==> config.mk <==
export PLATFORM = sky130hd
export DESIGN_NAME = julian_day_to_date
export DESIGN_NICKNAME = d
export VERILOG_FILES = /design/src/sv/jd2d_pkg.sv /design/src/sv/jd2d_greg.sv /design/src/sv/jd2d_cycle.sv /design/src/sv/jd2d_month.sv /design/src/sv/julian_day_to_date.sv
export SDC_FILE = /design/constraint.sdc
export NUM_CORES = 2
export LEC_CHECK = 0
export ABC_AREA = 1
export BUFFER_PORTS_ARGS = -buffer_cell sky130_fd_sc_hd__buf_2
export CELL_PAD_IN_SITES_DETAIL_PLACEMENT = 1
export CELL_PAD_IN_SITES_GLOBAL_PLACEMENT = 2
export CORE_ASPECT_RATIO = 0.5
export CORE_MARGIN = 4
export CORE_UTILIZATION = 30
export DETAILED_ROUTE_END_ITERATION = 8
export GPL_TIMING_DRIVEN = 0
export PLACE_DENSITY = 0.63
export SYNTH_ARGS = -nofsm -noshare
export SYNTH_HDL_FRONTEND = slang
export SYNTH_SLANG_ARGS = --single-unit
==> constraint.sdc <==
create_clock -name clk -period 11.22 [get_ports clk]
set_input_delay 2.244 -clock clk [delete_from_list [all_inputs] [get_ports clk]]
set_output_delay 2.244 -clock clk [all_outputs]
set_load 0.005 [all_outputs]
==> src/sv/jd2d_pkg.sv <==
// ----------------------------------------------------------------------------
// jd2d_pkg
// Types and constants shared by the day number to date pipeline.
// ----------------------------------------------------------------------------
package jd2d_pkg;

    // first gregorian day, 15 october 1582
    localparam logic [31:0] GREG_START   = 32'd2299161;

    // 400-year cycle
    localparam logic [17:0] CYC400_DAYS  = 18'd146097;
    localparam logic [34:0] CYC400_OFS   = 35'd274277;
    localparam logic [17:0] CYC400_RECIP = 18'((64'd1 << 35) / 64'd146097);
    localparam logic [32:0] GREG_BIAS    = 33'd38;
    localparam logic [32:0] DAY_OFS      = 33'd1401;

    // 4-year cycle
    localparam logic [10:0] CYC4_DAYS    = 11'd1461;
    localparam logic [24:0] CYC4_RECIP   = 25'((64'd1 << 35) / 64'd1461);

    // month split
    localparam logic [7:0]  MON5_DAYS    = 8'd153;
    localparam logic [9:0]  MON5_RECIP   = 10'd857;
    localparam logic [7:0]  DIV5_RECIP   = 8'd205;
    localparam logic [3:0]  MONTHS       = 4'd12;

    // year numbering
    localparam logic [24:0] YEAR_BIAS    = 25'd4716;
    localparam logic [24:0] BC_BIAS      = 25'd4717;

    // stage 4 to stage 5
    typedef struct packed {
        logic        valid;
        logic [34:0] e;
    } jd2d_e_t;

    // stage 7 to stage 8
    typedef struct packed {
        logic        valid;
        logic [10:0] h;
        logic [24:0] q4;
    } jd2d_h_t;

    // result transaction
    typedef struct packed {
        logic        valid;
        logic [4:0]  day_of_month;
        logic [3:0]  month;
        logic [23:0] year;
        logic        before_christ;
    } jd2d_res_t;

endpackage

==> src/sv/jd2d_greg.sv <==
// ----------------------------------------------------------------------------
// jd2d_greg
// Stages 1 to 4: 400-year cycle count and gregorian century correction.
// ----------------------------------------------------------------------------
module jd2d_greg (
    input  logic               clk,
    input  logic               rst_n,
    input  logic               in_valid,
    input  logic [31:0]        day_number,
    output jd2d_pkg::jd2d_e_t  out
);
    import jd2d_pkg::*;

    // stage 1
    logic        v1_reg;
    logic [31:0] j1_reg;
    logic        greg1_reg;
    logic [34:0] t1_reg;
    logic [34:0] t1_next;

    // stage 2
    logic        v2_reg;
    logic [31:0] j2_reg;
    logic        greg2_reg;
    logic [34:0] t2_reg;
    logic [17:0] qe2_reg;
    logic [36:0] prod2;
    logic [17:0] qe2_next;

    // stage 3
    logic        v3_reg;
    logic [31:0] j3_reg;
    logic        greg3_reg;
    logic [17:0] qe3_reg;
    logic [18:0] r3_reg;
    logic [35:0] prod3;
    logic [18:0] r3_next;

    // stage 4
    logic        v4_reg;
    logic [34:0] e4_reg;
    logic [17:0] q4;
    logic [19:0] q4x3;
    logic [32:0] adj4;
    logic [32:0] f4;
    logic [34:0] e4_next;

    assign t1_next  = {1'b0, day_number, 2'b00} + CYC400_OFS;

    assign prod2    = 37'(t1_reg[34:16]) * 37'(CYC400_RECIP);
    assign qe2_next = prod2[36:19];

    assign prod3    = 36'(qe2_reg) * 36'(CYC400_DAYS);
    assign r3_next  = 19'(t2_reg - prod3[34:0]);

    always_comb
    begin
        priority if (r3_reg >= 19'({CYC400_DAYS, 1'b0}))
        begin
            q4 = qe3_reg + 18'd2;
        end
        else if (r3_reg >= 19'(CYC400_DAYS))
        begin
            q4 = qe3_reg + 18'd1;
        end
        else
        begin
            q4 = qe3_reg;
        end
        q4x3    = 20'(q4) + {1'b0, q4, 1'b0};
        adj4    = greg3_reg ? (33'(q4x3[19:2]) - GREG_BIAS) : '0;
        f4      = 33'(j3_reg) + DAY_OFS + adj4;
        e4_next = {f4, 2'b11};
    end

    always_ff @(posedge clk or negedge rst_n)
    begin
        if (!rst_n)
        begin
            v1_reg <= 1'b0;
            v2_reg <= 1'b0;
            v3_reg <= 1'b0;
            v4_reg <= 1'b0;
        end
        else
        begin
            v1_reg <= in_valid;
            v2_reg <= v1_reg;
            v3_reg <= v2_reg;
            v4_reg <= v3_reg;
        end
    end

    always_ff @(posedge clk)
    begin
        j1_reg    <= day_number;
        greg1_reg <= (day_number >= GREG_START);
        t1_reg    <= t1_next;
        j2_reg    <= j1_reg;
        greg2_reg <= greg1_reg;
        t2_reg    <= t1_reg;
        qe2_reg   <= qe2_next;
        j3_reg    <= j2_reg;
        greg3_reg <= greg2_reg;
        qe3_reg   <= qe2_reg;
        r3_reg    <= r3_next;
        e4_reg    <= e4_next;
    end

    assign out.valid = v4_reg;
    assign out.e     = e4_reg;

endmodule

==> src/sv/jd2d_cycle.sv <==
// ----------------------------------------------------------------------------
// jd2d_cycle
// Stages 5 to 7: 4-year cycle split into year count and day of year.
// ----------------------------------------------------------------------------
module jd2d_cycle (
    input  logic               clk,
    input  logic               rst_n,
    input  jd2d_pkg::jd2d_e_t  in,
    output jd2d_pkg::jd2d_h_t  out
);
    import jd2d_pkg::*;

    // stage 5
    logic        v5_reg;
    logic [34:0] e5_reg;
    logic [24:0] qe5_reg;
    logic [51:0] prod5;

    // stage 6
    logic        v6_reg;
    logic [24:0] qe6_reg;
    logic [12:0] r6_reg;
    logic [35:0] prod6;
    logic [12:0] r6_next;

    // stage 7
    logic        v7_reg;
    logic [10:0] h7_reg;
    logic [24:0] q7_reg;
    logic [24:0] q7_next;
    logic [12:0] rc7;
    logic [8:0]  g7;
    logic [10:0] h7_next;

    assign prod5   = 52'(in.e[34:8]) * 52'(CYC4_RECIP);
    assign prod6   = 36'(qe5_reg) * 36'(CYC4_DAYS);
    assign r6_next = 13'(e5_reg - prod6[34:0]);

    always_comb
    begin
        priority if (r6_reg >= 13'({CYC4_DAYS, 1'b0}))
        begin
            q7_next = qe6_reg + 25'd2;
            rc7     = r6_reg - 13'({CYC4_DAYS, 1'b0});
        end
        else if (r6_reg >= 13'(CYC4_DAYS))
        begin
            q7_next = qe6_reg + 25'd1;
            rc7     = r6_reg - 13'(CYC4_DAYS);
        end
        else
        begin
            q7_next = qe6_reg;
            rc7     = r6_reg;
        end
        g7      = rc7[10:2];
        h7_next = 11'({g7, 2'b00}) + 11'(g7) + 11'd2;
    end

    always_ff @(posedge clk or negedge rst_n)
    begin
        if (!rst_n)
        begin
            v5_reg <= 1'b0;
            v6_reg <= 1'b0;
            v7_reg <= 1'b0;
        end
        else
        begin
            v5_reg <= in.valid;
            v6_reg <= v5_reg;
            v7_reg <= v6_reg;
        end
    end

    always_ff @(posedge clk)
    begin
        e5_reg  <= in.e;
        qe5_reg <= prod5[51:27];
        qe6_reg <= qe5_reg;
        r6_reg  <= r6_next;
        h7_reg  <= h7_next;
        q7_reg  <= q7_next;
    end

    assign out.valid = v7_reg;
    assign out.h     = h7_reg;
    assign out.q4    = q7_reg;

endmodule

==> src/sv/jd2d_month.sv <==
// ----------------------------------------------------------------------------
// jd2d_month
// Stages 8 to 11: month and day of month, then year numbering and era.
// ----------------------------------------------------------------------------
module jd2d_month (
    input  logic                 clk,
    input  logic                 rst_n,
    input  jd2d_pkg::jd2d_h_t    in,
    output jd2d_pkg::jd2d_res_t  out
);
    import jd2d_pkg::*;

    // stage 8
    logic        v8_reg;
    logic [10:0] h8_reg;
    logic [24:0] q8_reg;
    logic [3:0]  mq8_reg;
    logic [20:0] prod8;

    // stage 9
    logic        v9_reg;
    logic [7:0]  x9_reg;
    logic [3:0]  m9_reg;
    logic [24:0] q9_reg;
    logic [11:0] prod9;
    logic [7:0]  x9_next;
    logic [3:0]  mo9;
    logic [3:0]  m9_next;

    // stage 10
    logic        v10_reg;
    logic [4:0]  d10_reg;
    logic [3:0]  m10_reg;
    logic [24:0] yp10_reg;
    logic [15:0] prod10;
    logic [4:0]  d10_next;
    logic [24:0] yp10_next;

    // stage 11
    logic        v11_reg;
    logic [4:0]  d11_reg;
    logic [3:0]  m11_reg;
    logic [23:0] y11_reg;
    logic        bc11_reg;
    logic [23:0] y11_next;
    logic        bc11_next;

    assign prod8   = 21'(in.h) * 21'(MON5_RECIP);

    assign prod9   = 12'(mq8_reg) * 12'(MON5_DAYS);
    assign x9_next = 8'(12'(h8_reg) - prod9);
    assign mo9     = mq8_reg + 4'd2;
    assign m9_next = ((mo9 >= MONTHS) ? (mo9 - MONTHS) : mo9) + 4'd1;

    // jan and feb belong to the following year
    assign prod10    = 16'(x9_reg) * 16'(DIV5_RECIP);
    assign d10_next  = 5'(prod10[15:10]) + 5'd1;
    assign yp10_next = q9_reg + ((m9_reg <= 4'd2) ? 25'd1 : 25'd0);

    always_comb
    begin
        if (yp10_reg > YEAR_BIAS)
        begin
            y11_next  = 24'(yp10_reg - YEAR_BIAS);
            bc11_next = 1'b0;
        end
        else
        begin
            y11_next  = 24'(BC_BIAS - yp10_reg);
            bc11_next = 1'b1;
        end
    end

    always_ff @(posedge clk or negedge rst_n)
    begin
        if (!rst_n)
        begin
            v8_reg  <= 1'b0;
            v9_reg  <= 1'b0;
            v10_reg <= 1'b0;
            v11_reg <= 1'b0;
        end
        else
        begin
            v8_reg  <= in.valid;
            v9_reg  <= v8_reg;
            v10_reg <= v9_reg;
            v11_reg <= v10_reg;
        end
    end

    always_ff @(posedge clk)
    begin
        h8_reg   <= in.h;
        q8_reg   <= in.q4;
        mq8_reg  <= prod8[20:17];
        x9_reg   <= x9_next;
        m9_reg   <= m9_next;
        q9_reg   <= q8_reg;
        d10_reg  <= d10_next;
        m10_reg  <= m9_reg;
        yp10_reg <= yp10_next;
        d11_reg  <= d10_reg;
        m11_reg  <= m10_reg;
        y11_reg  <= y11_next;
        bc11_reg <= bc11_next;
    end

    assign out.valid         = v11_reg;
    assign out.day_of_month  = d11_reg;
    assign out.month         = m11_reg;
    assign out.year          = y11_reg;
    assign out.before_christ = bc11_reg;

endmodule

==> src/sv/julian_day_to_date.sv <==
// ----------------------------------------------------------------------------
// julian_day_to_date
// Converts a julian day number into day, month, year and era flag.
// Throughput: one transaction per cycle; busy is always low.
// Latency is set by the 11 register stages, each with at most one multiply.
// Reset clears only the stage valid bits; no transaction is in flight after it.
// ----------------------------------------------------------------------------
module julian_day_to_date (
    input  logic        clk,
    input  logic        rst_n,
    input  logic        start,
    output logic        busy,
    input  logic [31:0] day_number,
    output logic        done,
    output logic [4:0]  day_of_month,
    output logic [3:0]  month,
    output logic [23:0] year,
    output logic        before_christ
);
    import jd2d_pkg::*;

    jd2d_e_t   e_stage;
    jd2d_h_t   h_stage;
    jd2d_res_t res;
    logic      accept;

    assign busy   = 1'b0;
    assign accept = start && !busy;

    jd2d_greg u_greg (
        .clk        (clk),
        .rst_n      (rst_n),
        .in_valid   (accept),
        .day_number (day_number),
        .out        (e_stage)
    );

    jd2d_cycle u_cycle (
        .clk   (clk),
        .rst_n (rst_n),
        .in    (e_stage),
        .out   (h_stage)
    );

    jd2d_month u_month (
        .clk   (clk),
        .rst_n (rst_n),
        .in    (h_stage),
        .out   (res)
    );

    assign done          = res.valid;
    assign day_of_month  = res.day_of_month;
    assign month         = res.month;
    assign year          = res.year;
    assign before_christ = res.before_christ;

endmodule
==> results.py <==
metrics = {
    "cells_and_area": {
        "final_nets": 6090,
        "area_growth_pct": 10.5,
        "drive_above_1_share": 0.0480,
    },
    "worst_setup_path": {
        "crit_arrival_ns": 7.39,
        "crit_fanout": 7,
        "end_kind": "flip-flop",
        "cp.required_ns": 11.73,
        "path_class": "reg2reg",
        "start_kind": "flip-flop",
    },
    "status": {
        "status": "complete, no violations",
    },
    "clock_network": {
        "clock_latency_ns": 0.65,
        "clkTransAtPathRegs_ns": 0.06,
        "htreeDepth": 2,
        "cts.sinks": 499,
        "cts_tree": "done",
        "post_cts_buffers": 0,
        "clockBufferDepth": 3,
        "cts_made_buffers": 52,
        "holdBufCountCts": 0,
        "cts_root_buffer": "clkbuf_16",
        "cts_resized": 0,
    },
    "sta": {
        "hold_viol": 0,
        "setup_tns_ns": 0,
        "clock.fmax_ghz": 0.145,
        "rsz0062_at_grt": "false",
        "finalSetupViolations": 0,
        "maxSlewHeadroom": 0.483,
        "maxSlewViolCount": 0,
        "finalCriticalPeriod_ns": 6.88,
        "tightestPinTransition_ns": 0.768,
        "period_share": 0.613,
        "fin_skew_ns": 0.0442,
    },
    "place": {
        "dpl.hpwl_um": 94900,
        "portBuffers": 69,
        "routabilityCongestion": 0.844,
    },
    "global_route": {
        "grt_pass1_vias": 33500,
        "gr-max-usage-layer": "met2",
        "grt_pass1_wl_um": 180000,
        "grt_util_all_layers": 0.147,
        "globalRouteMet2Util": 0.261,
        "grt_max_degree": 16,
        "overflow": 0,
        "use_met3": 0.0228,
        "grtUsageMet1": 0.189,
        "antenna_found_initial": 8,
    },
    "yosys": {
        "synth_edf_count": 0,
        "synth.top_cell.area_share": 0.233,
        "synth-seq-cells": 499,
        "syn_inst": 4643,
        "syn-mean-instance-area_sq_um": 9.42,
        "yosys-top-cells-area": "fa_1 23%, dfxtp_1 22%, ha_1 22%",
        "async_reset_ff_frac": 0.0220,
        "ys.flop_type": "dfxtp_1",
        "syn-cell-area_sq_mm": 0.0437,
        "ys_seq_area_frac": 0.230,
        "synth.distinct_cells": 62,
        "yosysTopAreaCell": "fa_1",
        "synth.net_count": 5966,
        "yosys_warnings": 0,
    },
    "routing": {
        "wl_per_cell_um": 16.0,
        "num_vias": 29500,
        "firstDrtPassIters": 4,
        "finalWirelength_um": 109000,
        "drtIter0Drc": 912,
        "antenna_left": 0,
        "drc": 0,
        "routed_via_density": 4.36,
    },
    "die": {
        "ios": 71,
        "core_area_sq_mm": 0.144,
        "die-area_sq_mm": 0.152,
        "die_width_um": 548,
        "initial_utilization": 0.304,
        "row_count": 98,
        "fp.dieH_um": 278,
    },
    "worst_hold_path": {
        "hp-class": "reg2reg",
    },
    "run": {
        "maxCapViolCount": 0,
    },
}
[cell usage in the layout, fill, tap and decap left out, types with 18 or more instances in the layout]
master and n:
nor2_2 18, dfxtp_1 488, xor2_1 194, nand2_1 454, clkbuf_16 52, ha_1 780
nor3_1 43, a21oi_1 209, o21ai_0 93, xnor2_1 111, nand4_1 48, nand3_1 114
buf_2 70, nor2_1 199, inv_1 1158, fa_1 508
[worst max-delay path, stage by stage, from the launching register on]
cell,delay [ns]
dfxtp_1,0.78
ha_1,0.50
inv_1,0.10
fa_1,0.51
inv_1,0.06
fa_1,0.47
fa_1,0.39
inv_1,0.09
fa_1,0.38
inv_1,0.08
fa_1,0.43
fa_1,0.49
ha_1,0.38
a21oi_1,0.19
inv_1,0.08
a31oi_1,0.14
inv_1,0.09
a21oi_1,0.13
nand2_1,0.12
a311oi_1,0.60
o21ai_0,0.30
nand2_1,0.12
o2111ai_1,0.13
xor2_1,0.17
[synth_stat cells (10+ instances only)]
master and instances:
nand4_1 48, nand2_1 454, nor4_1 17, xnor2_1 111, inv_2 11, o211ai_1 10
nand3_1 114, fa_1 508, nor2_2 18, nor2_1 199, a21oi_1 209, o21bai_1 15
a21o_1 15, xor2_1 194, dfrtp_1 11, nand2_2 11, nor3_1 44, a31oi_1 16
dfxtp_1 488, ha_1 780, o21a_1 15, inv_1 1158, o21ai_0 93
[metrics by stage]
stage / util / cell area, sq um / setup slack (ns) / std cells / hold slack [ns]
finish: 0.336 / 48300 / 4.34 / 6763 / 0.320
global placement: 0.323 / 46500 / 3.37 / 6662 / 0.310
CTS: 0.336 / 48300 / 4.23 / 6759 / 0.321
detailed placement: 0.324 / 46500 / 4.22 / 6663 / 0.313
global route: 0.336 / 48300 / 3.55 / 6759 / 0.328
floorplan: - / 43700 / 5.13 / 4643 / 0.310
[per-layer routing]
metal,vias up,part of all wire
met2,239,0.49
met1,14400,0.46
met5,-,0.00031
li1,14800,-
met4,6,0.019
met3,125,0.029
[logic make-up after synthesis]
group / count (synthesis) / synth area share
other: 1 / 0.0000857
and+or+nand+nor: 939 / 0.0948
DFF: 499 / 0.230
adders and majority gates: 1288 / 0.456
buffers and inverters: 1177 / 0.101
xor gates and xnor gates: 305 / 0.0611
muxes: 4 / 0.000915
AOI/OAI and AO/OA: 430 / 0.0565
[layout make-up]
| type | count | area, sq um |
|---|---|---|
| antenna | 4 | 10.0 |
| buffer | 7 | 35.0 |
| clock buffer | 68 | 1470 |
| clock inverter | 28 | 307 |
| fill | 16600 | 95500 |
| inverter | 1170 | 4390 |
| multi-input combinational | 2967 | 29300 |
| sequential | 499 | 10000 |
| tap | 1950 | 2440 |
| timing repair buffer | 70 | 357 |
[path summary, 6_finish.rpt]
kind | start | to | slack [ns] | cells past startpoint
max in group asynchronous | rst_n | u_greg.v1_reg | 9.56 | 1
max | u_greg.e4_reg[11] | u_cycle.qe5_reg[23] | 4.34 | 23
min | u_cycle.qe5_reg[19] | u_cycle.qe6_reg[19] | 0.32 | 0
min in group asynchronous | rst_n | u_month.v8_reg | 1.46 | 1
min reg2reg | u_cycle.qe5_reg[19] | u_cycle.qe6_reg[19] | 0.32 | 0
max reg2reg | u_greg.e4_reg[11] | u_cycle.qe5_reg[23] | 4.34 | 23
Power is left out: the tool's default activity adds up to more than one toggle a clock period on the data nets, which glitch-free logic cannot reach.
